`src/sv/fpbc_pkg.sv`:
```
// Shared types, constants and helpers for the frustum point/box cull core.
`timescale 1ns / 1ps

package fpbc_pkg;

	localparam int COEF_W = 16;
	localparam int COORD_IN_W = 16;
	localparam int COORD_W = 17;
	localparam int RADIUS_W = 15;
	localparam int NUM_PTS = 9;
	localparam int NUM_PLANE_REGS = 6;
	localparam int CFG_IDX_W = 3;
	localparam int CFG_W = 64;
	localparam int PROD_W = COEF_W + COORD_W;
	localparam int DOT_W = PROD_W + 2;
	localparam int ONE_SHIFT = 8;

	typedef enum logic [1:0] {
		ACT_POINT  = 2'd0,
		ACT_BOX    = 2'd1,
		ACT_SPHERE = 2'd2,
		ACT_NONE   = 2'd3
	} action_t;

	typedef struct packed {
		logic signed [COEF_W-1:0] d;
		logic signed [COEF_W-1:0] c;
		logic signed [COEF_W-1:0] b;
		logic signed [COEF_W-1:0] a;
	} plane_t;

	typedef struct packed {
		logic signed [COORD_W-1:0] x;
		logic signed [COORD_W-1:0] y;
		logic signed [COORD_W-1:0] z;
	} point_t;

	function automatic logic signed [COORD_W-1:0] half_sum(
		input logic signed [COORD_W-1:0] lo,
		input logic signed [COORD_W-1:0] hi
	);
		logic signed [COORD_W:0] s;
		s = {lo[COORD_W-1], lo} + {hi[COORD_W-1], hi};
		return s[COORD_W:1];
	endfunction

endpackage

```
`src/sv/fpbc_point_gen.sv`:
```
// Test point formation: the point itself, or box or sphere bounds to center plus eight corners, registered.
`timescale 1ns / 1ps

module fpbc_point_gen (
	input  logic                                            clk,
	input  fpbc_pkg::action_t                               action_s1,
	input  logic signed [fpbc_pkg::COORD_IN_W-1:0]          first_x_s1,
	input  logic signed [fpbc_pkg::COORD_IN_W-1:0]          first_y_s1,
	input  logic signed [fpbc_pkg::COORD_IN_W-1:0]          first_z_s1,
	input  logic signed [fpbc_pkg::COORD_IN_W-1:0]          second_x_s1,
	input  logic signed [fpbc_pkg::COORD_IN_W-1:0]          second_y_s1,
	input  logic signed [fpbc_pkg::COORD_IN_W-1:0]          second_z_s1,
	input  logic [fpbc_pkg::RADIUS_W-1:0]                   radius_s1,
	output fpbc_pkg::point_t [fpbc_pkg::NUM_PTS-1:0]        pts_s2,
	output logic [fpbc_pkg::NUM_PTS-1:0]                    mask_s2
);

	fpbc_pkg::point_t lo, hi, ctr;
	fpbc_pkg::point_t [fpbc_pkg::NUM_PTS-1:0] pts;
	logic [fpbc_pkg::NUM_PTS-1:0] mask;
	logic signed [fpbc_pkg::COORD_W-1:0] fx, fy, fz, sx, sy, sz, rad;

	always_comb begin
		fx = {first_x_s1[fpbc_pkg::COORD_IN_W-1], first_x_s1};
		fy = {first_y_s1[fpbc_pkg::COORD_IN_W-1], first_y_s1};
		fz = {first_z_s1[fpbc_pkg::COORD_IN_W-1], first_z_s1};
		sx = {second_x_s1[fpbc_pkg::COORD_IN_W-1], second_x_s1};
		sy = {second_y_s1[fpbc_pkg::COORD_IN_W-1], second_y_s1};
		sz = {second_z_s1[fpbc_pkg::COORD_IN_W-1], second_z_s1};
		rad = {{(fpbc_pkg::COORD_W - fpbc_pkg::RADIUS_W){1'b0}}, radius_s1};
		if (action_s1 == fpbc_pkg::ACT_SPHERE) begin
			lo = '{x: fx - rad, y: fy - rad, z: fz - rad};
			hi = '{x: fx + rad, y: fy + rad, z: fz + rad};
		end else begin
			lo = '{x: fx, y: fy, z: fz};
			hi = '{x: sx, y: sy, z: sz};
		end
		ctr.x = fpbc_pkg::half_sum(lo.x, hi.x);
		ctr.y = fpbc_pkg::half_sum(lo.y, hi.y);
		ctr.z = fpbc_pkg::half_sum(lo.z, hi.z);
		// slot 0: the point itself or the box center; slots 1..8: corners
		if (action_s1 == fpbc_pkg::ACT_POINT) begin
			pts[0] = lo;
		end else begin
			pts[0] = ctr;
		end
		for (int c = 0; c < 8; c++) begin
			pts[c+1].x = c[0] ? hi.x : lo.x;
			pts[c+1].y = c[1] ? hi.y : lo.y;
			pts[c+1].z = c[2] ? hi.z : lo.z;
		end
		case (action_s1)
			fpbc_pkg::ACT_POINT:  mask = {{(fpbc_pkg::NUM_PTS-1){1'b0}}, 1'b1};
			fpbc_pkg::ACT_BOX:    mask = '1;
			fpbc_pkg::ACT_SPHERE: mask = '1;
			default:              mask = '0;
		endcase
	end

	always_ff @(posedge clk) begin
		pts_s2  <= pts;
		mask_s2 <= mask;
	end

endmodule

```
`config.mk`:
```
export PLATFORM = sky130hd
export DESIGN_NAME = fpbc_point_gen
export DESIGN_NICKNAME = d
export VERILOG_FILES = /design/src/sv/fpbc_pkg.sv /design/src/sv/fpbc_point_gen.sv
export SDC_FILE = /design/constraint.sdc
export NUM_CORES = 1
export LEC_CHECK = 0
export BUFFER_PORTS_ARGS = -buffer_cell sky130_fd_sc_hd__clkbuf_2
export CAP_MARGIN = 0
export CORE_AREA = 10 10 218 220
export DETAILED_ROUTE_END_ITERATION = 8
export DIE_AREA = 0 0 228 230
export PLACE_DENSITY = 0.54
export REMOVE_ABC_BUFFERS = 1
export SYNTH_ARGS = -nofsm -noshare
export SYNTH_HDL_FRONTEND = slang
export SYNTH_SLANG_ARGS = --single-unit
```
`constraint.sdc`:
```
create_clock -name clk -period 8.1 [get_ports clk]
set_clock_uncertainty 0.1 [all_clocks]
set_input_delay 1.62 -clock clk [delete_from_list [all_inputs] [get_ports clk]]
set_output_delay 1.62 -clock clk [all_outputs]
set_load 0.01 [all_outputs]
```
==> run_results.csv, run 1 <==
group,metric,value,unit
outcome,status,"completed",
yosys,yosysWarnings,0,
clocking,htree_levels,4,
clocking,ctsResizeCount,0,
clocking,cts_buffers,17,
min_path,whs_endpoint,"pts_s2[442]$_DFF_P_",
pwr,p_switching,1302,µW
yosys,synth_area,13690,µm²
detailed_routing,routed_wl,49.10,mm
pwr,swShare,39.28,%
min_path,min_path_cells,3,
critical_path,cp_data_required_time,8.43,ns
clocking,hold_buffers,0,
clocking,cts_tree,"done",
sta,finalCriticalPeriod,6.002,ns
placement,routabilityCongestion,0.8440,
pwr,power-per-cell-area,215.3,nW/µm²
clocking,clockBufferDepth,2,
sta,relSlewSlack,54.18,%
critical_path,slowest_stage,"o21ai_0",
yosys,syn_inst,1648,
pwr,clockPowerShare,25.7,%
critical_path,worstSetupPathType,"in2reg",
critical_path,crit_family,"compound AO/OA/AOI/OAI gates",
critical_path,critPathMaxFanout,8,
critical_path,start_kind,"primary input",
sta,setup_violations,0,
detailed_routing,first_pass_iters,5,
detailed_routing,routedWlPerCell,19.73,µm
clocking,root_buffer,"clkbuf_16",
floorplanning,start_util,31.93,%
sta,tns,0,ns
yosys,synth.avg_cell_area,8.308,µm²
floorplanning,die_w,228,µm
sta,period_share,74.10,%
placement,dp.final_hpwl,41.91,mm
floorplanning,core_area,42890,µm²
flow_run,max_cap_viol_count,0,
floorplanning,placementRows,76,
clocking,cts_setup_buffers,0,
sta,maxSlewViolCount,0,
floorplanning,die-height,230,µm
detailed_routing,vias,11800,
yosys,synth_seq_cells,155,
detailed_routing,drt_iter0_drc,518,
layout,finalInstanceArea,15390,µm²
detailed_routing,antenna_left,0,
sta,worstMarginPinSlew,0.6873,ns
min_path,hp-class,"in2reg",
sta,grt_setup_unrepaired,"false",
pwr,p_leak,0.007614,µW
sta,finalWorstSetupSlack,2.098,ns
detailed_routing,drc,0,
critical_path,end_kind,"register",
yosys,synth_edf_count,0,
critical_path,crit_buf_inv,2,
layout,fill_cells,4527,
grt,grt_max_degree,61,
sta,hold_viol_final,0,
critical_path,critPathMaxStageDelay,0.42,ns
layout,multi_input_area,7647,µm²
layout,drive_gt1_share,36.88,%
placement,portBuffers,581,
grt,overflow,0,
placement,place_area,14770,µm²
yosys,yosysUniqueCellTypes,93,
grt,grt_pass1_wl,73.67,mm
critical_path,worstPathCellList,"clkbuf_2 -> inv_1 -> ha_1 -> nor2b_1 -> o21a_1 -> o21ai_0 -> nand2b_1 -> a21oi_1 -> xnor2_1 -> mux2_2 -> ha_1 -> o21a_1 -> o21a_1 -> o21ai_0 -> o21ai_0 -> a31o_2 -> maj3_2 -> a221o_2 -> a2111oi_2 -> o22a_1",
grt,grt_pass1_vias,12330,
pwr,p_comb_share,43.9,%
clocking,cts.sinks,155,
yosys,synthArstFlopShare,0,%
detailed_routing,routed_via_density,4.741,
placement,place_ws,1.616,ns
layout,register_area,3103,µm²
pwr,p_seq_share,30.5,%
yosys,synth.yosys.seq_area_share,22.66,%
pwr,ir_drop,143.5,µV
min_path,min_from,"second_x_s1[0]",
layout,final_common_cell,"clkbuf_2",
yosys,synth-main-ff-cell,"dfxtp_1",
critical_path,cp_data_arrival_time,6.33,ns
floorplanning,dieArea,52440,µm²
sta,max_clock_freq,0.1666,GHz
clocking,path_clk_slew,0.06,ns
layout,areaGrowthSynthToFinish,12.41,%
layout,mostFrequentLayoutCells,"581 x clkbuf_2, 155 x dfxtp_1, 136 x ha_1",
grt,grt_usage,18.18,%
pwr,p_int,2012,µW
grt,antenna_found_initial,4,
floorplanning,top_level_ports,582,
layout,fin_nets,2149,
power by group through the flow:
stage               Combinational (µW)  Sequential [µW]  Clock (µW)
finish                            1450             1010         850
global route                      1600             1030         905
CTS                               1480             1010         883
detailed placement                1470             1030           0
global placement                  1470             1030           0
floorplan                          703             1180           0
synthesized netlist by cell type, types with 5 or more instances:
library cell	count	area, µm²
dfxtp_1	155	3103
nand4_1	5	31.28
a31o_2	5	43.79
nand3_1	16	80.08
xor2_1	25	219.0
mux2_2	41	461.7
or3_1	7	43.79
a21o_1	29	217.7
o21ai_0	72	360.4
nor2b_1	18	112.6
o31ai_1	6	45.04
nand2_1	72	270.3
clkbuf_8	5	68.82
nor4_1	5	31.28
and3_1	5	31.28
a31oi_1	12	75.07
o211ai_1	9	67.56
o2bb2ai_1	6	52.55
inv_1	82	307.8
o2111ai_1	5	43.79
fa_1	9	180.2
ha_1	138	1727
a2111oi_0	6	52.55
nor2_1	130	488.0
a211oi_1	16	120.1
nor3_1	41	205.2
buf_2	9	45.04
a21oi_1	130	650.6
o21a_1	18	135.1
o21bai_1	27	202.7
xnor2_1	74	648.1
and2_1	7	43.79
nand2b_1	17	106.4
buf_4	315	2365
a211o_1	7	61.31
clkbuf_1	26	97.59
buf_1	10	37.54
metrics by stage:
stage	instances	util (%)	hold slack (ns)	total power, µW
2_1_floorplan	1280	-	1.647	1879
3_3_place_gp	2454	34.43	1.759	2493
3_5_place_dp	2454	34.43	1.767	2496
4_1_cts	2486	35.88	1.225	3373
5_1_grt	2487	35.88	1.264	3542
6_report	2488	35.89	1.272	3314
registers in the layout (all words and copies together) (netlist names):
register	count
mask_s2	2
pts_s2	153
area by class of cell:
cell class | instances | area share (%)
clock buffers | 22 | 3.211
clock inverters | 10 | 0.8211
flip-flops and latches | 155 | 20.16
inverters | 84 | 2.049
diodes | 2 | 0.03252
repair buffers | 589 | 19.28
multi-input cells | 1041 | 49.69
well taps | 585 | 4.756
how the worst max path moves through the flow:
stage	from	end	cells past startpoint
final	radius_s1[2]	pts_s2[33]$_DFF_P_	20
after global routing	radius_s1[1]	pts_s2[33]$_DFF_P_	20
after CTS	radius_s1[2]	pts_s2[33]$_DFF_P_	20
after detailed placement	radius_s1[2]	pts_s2[33]$_DFF_P_	20
after global placement	radius_s1[2]	pts_s2[33]$_DFF_P_	20
after floorplan	action_s1[0]	pts_s2[33]$_DFF_P_	13
metal layers:
metal / track usage [%] / wire length [µm] / part of all wire, % / vias up
met3: 4.851 / 3006 / 6.1 / 41
met2: 33.03 / 25120 / 51 / 374
met4: 5.936 / 822 / 1.7 / 4
li1: - / - / - / 5867
met5: 0 / 16 / 0.033 / -
met1: 20.18 / 20140 / 41 / 5509
cells by family after synthesis:
kind of cell,Yosys count,synth area share (%)
AO/OA/AOI/OAI,401,19.64
AND/OR/NAND/NOR,349,12.17
XOR/XNOR,99,6.333
adder cells (fa/ha/maj),150,14.16
multiplexers,42,3.445
flip-flops,155,22.66
buffers and inverters,452,21.59
Power figures use the tool's default switching activity.
==> inputs of run 2 (changes only) <==
Settings changed: PLACE_DENSITY 0.54 to 0.56.
Clock period 8.1 ns to 5.3 ns, I/O delays scaled along.
==> run 2 against run 1 <==
First-iteration DRC count increased by 11%. Die area did not move. Sequential cell count is the same. Final cell count up 5.9%. Via count is 3.8% higher. Clock power increased by 55%. Combinational power grew 67%. Power grew 60%. Worst setup slack worse by 1.9 ns. Highest routed layer unchanged.
==> run_results.csv, run 2 (synthesis gave the netlist of run 1 again) <==
group,metric,value,unit
grt,grt_busiest_layer,"met2",
critical_path,cp_data_arrival_time,5.38,ns
min_path,hp-class,"in2reg",
critical_path,critPathMaxFanout,5,
placement,place_area,15880,µm²
pwr,power-per-cell-area,319.4,nW/µm²
pwr,ir_drop,174.2,µV
floorplanning,die-height,230,µm
grt,antenna_found_initial,5,
layout,regMostFlops,"pts_s2",
clocking,path_clk_slew,0.06,ns
sta,grt_setup_unrepaired,"false",
critical_path,worstSetupPathType,"in2reg",
pwr,p_comb_share,45.7,%
grt,grt_pass1_wl,74.74,mm
layout,drive_gt1_share,41.54,%
pwr,p_leak,0.008331,µW
critical_path,start_kind,"primary input",
clocking,htree_levels,4,
layout,largest_register_ffs,153,
grt,grtUsageMet2,33.22,%
grt,grt_usage,18.29,%
detailed_routing,drc,0,
pwr,p_int,3274,µW
layout,finalNonFillerCells,2634,
layout,areaGrowthSynthToFinish,20.86,%
layout,final_common_cell,"clkbuf_2",
critical_path,end_kind,"register",
detailed_routing,routed_wl,50.22,mm
floorplanning,placementRows,76,
flow_run,max_cap_viol_count,0,
layout,fin_nets,2294,
grt,grt_max_degree,52,
pwr,swShare,38.07,%
sta,setup_violations,0,
sta,tns,0,ns
placement,routabilityCongestion,0.8556,
placement,portBuffers,581,
sta,max_clock_freq,0.1968,GHz
grt,overflow,0,
outcome,status,"completed",
grt,use_met1,20.45,%
layout,mostFrequentLayoutCells,"580 x clkbuf_2, 155 x dfxtp_1, 150 x buf_4",
pwr,p_total,5286,µW
grt,met3_usage,4.629,%
detailed_routing,drt_iter0_drc,574,
grt,grt_pass1_vias,12820,
clocking,cts_buffers,17,
detailed_routing,routedWlPerCell,19.07,µm
placement,dp.final_hpwl,43.25,mm
critical_path,startpoint,"radius_s1[0]",
floorplanning,die_w,228,µm
critical_path,critPathMaxStageDelay,0.39,ns
layout,finalInstanceArea,16550,µm²
sta,finalCriticalPeriod,5.080,ns
layout,top_regs,"pts_s2 x153, mask_s2 x2",
clocking,cts_tree,"done",
clocking,clockBufferDepth,2,
detailed_routing,routed_via_density,4.648,
floorplanning,start_util,31.93,%
critical_path,cp_data_required_time,5.60,ns
pwr,clockPowerShare,25.0,%
sta,maxSlewViolCount,0,
pwr,p_seq_share,29.3,%
placement,placed_cells,2598,
clocking,cts.sinks,155,
floorplanning,top_level_ports,582,
layout,fin_util,38.59,%
clocking,root_buffer,"clkbuf_16",
critical_path,worstPathCellList,"clkbuf_4 -> ha_1 -> fa_1 -> nor2b_1 -> o21a_1 -> o21ai_1 -> nand2b_1 -> a21oi_1 -> xnor2_1 -> mux2_2 -> ha_1 -> o21a_1 -> o21a_1 -> o21ai_0 -> o21ai_0 -> a31o_2 -> maj3_2 -> a221o_2 -> a2111oi_2 -> o22a_1",
pwr,p_switching,2012,µW
critical_path,cp_common_cell,"o21a_1",
floorplanning,core_area,42890,µm²
floorplanning,dieArea,52440,µm²
sta,period_share,95.85,%
detailed_routing,vias,12240,
critical_path,endpoint,"pts_s2[33]$_DFF_P_",
sta,relSlewSlack,58.86,%
detailed_routing,first_pass_iters,5,
sta,worstMarginPinSlew,0.6171,ns
sta,hold_viol_final,0,
detailed_routing,antenna_left,0,
critical_path,slowest_stage,"fa_1",
==> run 2: changes by cell type in the layout (fill, tap and decap cells not counted), moves of 2 or more <==
cell / delta
buf_12: +3
clkbuf_1: +3
buf_4: +142
clkinv_4: +2
a21oi_1: -4
inv_6: -4
bufinv_16: +2
o21ai_0: -3
a21oi_2: +4
clkinvlp_4: -2
o21ai_1: +3
clkbuf_8: -4
clkinv_2: +3
==> run 2: layout make-up <==
class	count	area (µm²)
inverter	84	315.3
clock inverter	11	168.9
multi-input combinational	1041	7675
tap	585	732.0
fill	4459	26340
clock buffer	21	450.4
sequential	155	3103
timing repair buffer	734	4096
antenna	3	7.507
==> run 2: routing by layer <==
metal,vias to the layer above,routed length [µm]
met5,-,27
met4,4,1083
met3,55,2819
met2,383,25570
met1,5654,20720
li1,6148,-
==> run 2: worst min-delay path by stage <==
stage                         from                  end  slack [ns]  cells after the start
CTS                 second_x_s1[0]  pts_s2[442]$_DFF_P_        0.70                      3
global placement    second_x_s1[0]  pts_s2[442]$_DFF_P_        1.21                      3
global route        second_z_s1[2]  pts_s2[410]$_DFF_P_        0.74                      2
finish              second_x_s1[0]  pts_s2[442]$_DFF_P_        0.74                      3
detailed placement  second_x_s1[0]  pts_s2[442]$_DFF_P_        1.21                      3
floorplan           first_z_s1[15]  pts_s2[220]$_DFF_P_        1.09                      1
==> run 2: power by group through the flow <==
stage	clock (µW)	combinational, µW	sequential (µW)
after global placement	0	2420	1570
after CTS	1380	2450	1550
after global routing	1420	2650	1580
after floorplan	0	1070	1800
final	1320	2420	1550
after detailed placement	0	2430	1580
==> run 2: worst max-delay path: cells and delay by family <==
kind            cells  cell delay [ns]
compound gates     11             2.21
xor+xnor            1             0.12
fa+ha+maj           4             1.26
buf+inv             1             0.16
mux                 1             0.29
simple gates        2             0.26
==> run 2: repair_timing <==
item / 4_1_cts / 5_1_grt
setup endpoints to repair: 0 / 6
hold buffers: 0 / 0
setup buffers: 0 / 1
gates resized for setup: 0 / 14
==> run 2: per-stage QoR <==
stage	hold WS, ns	setup slack (ns)
5_1_grt	0.7417	0.01527
6_report	0.7408	0.2199
2_1_floorplan	1.087	-2.674
3_5_place_dp	1.206	-0.3724
4_1_cts	0.6951	0.1024
3_3_place_gp	1.206	-0.3097
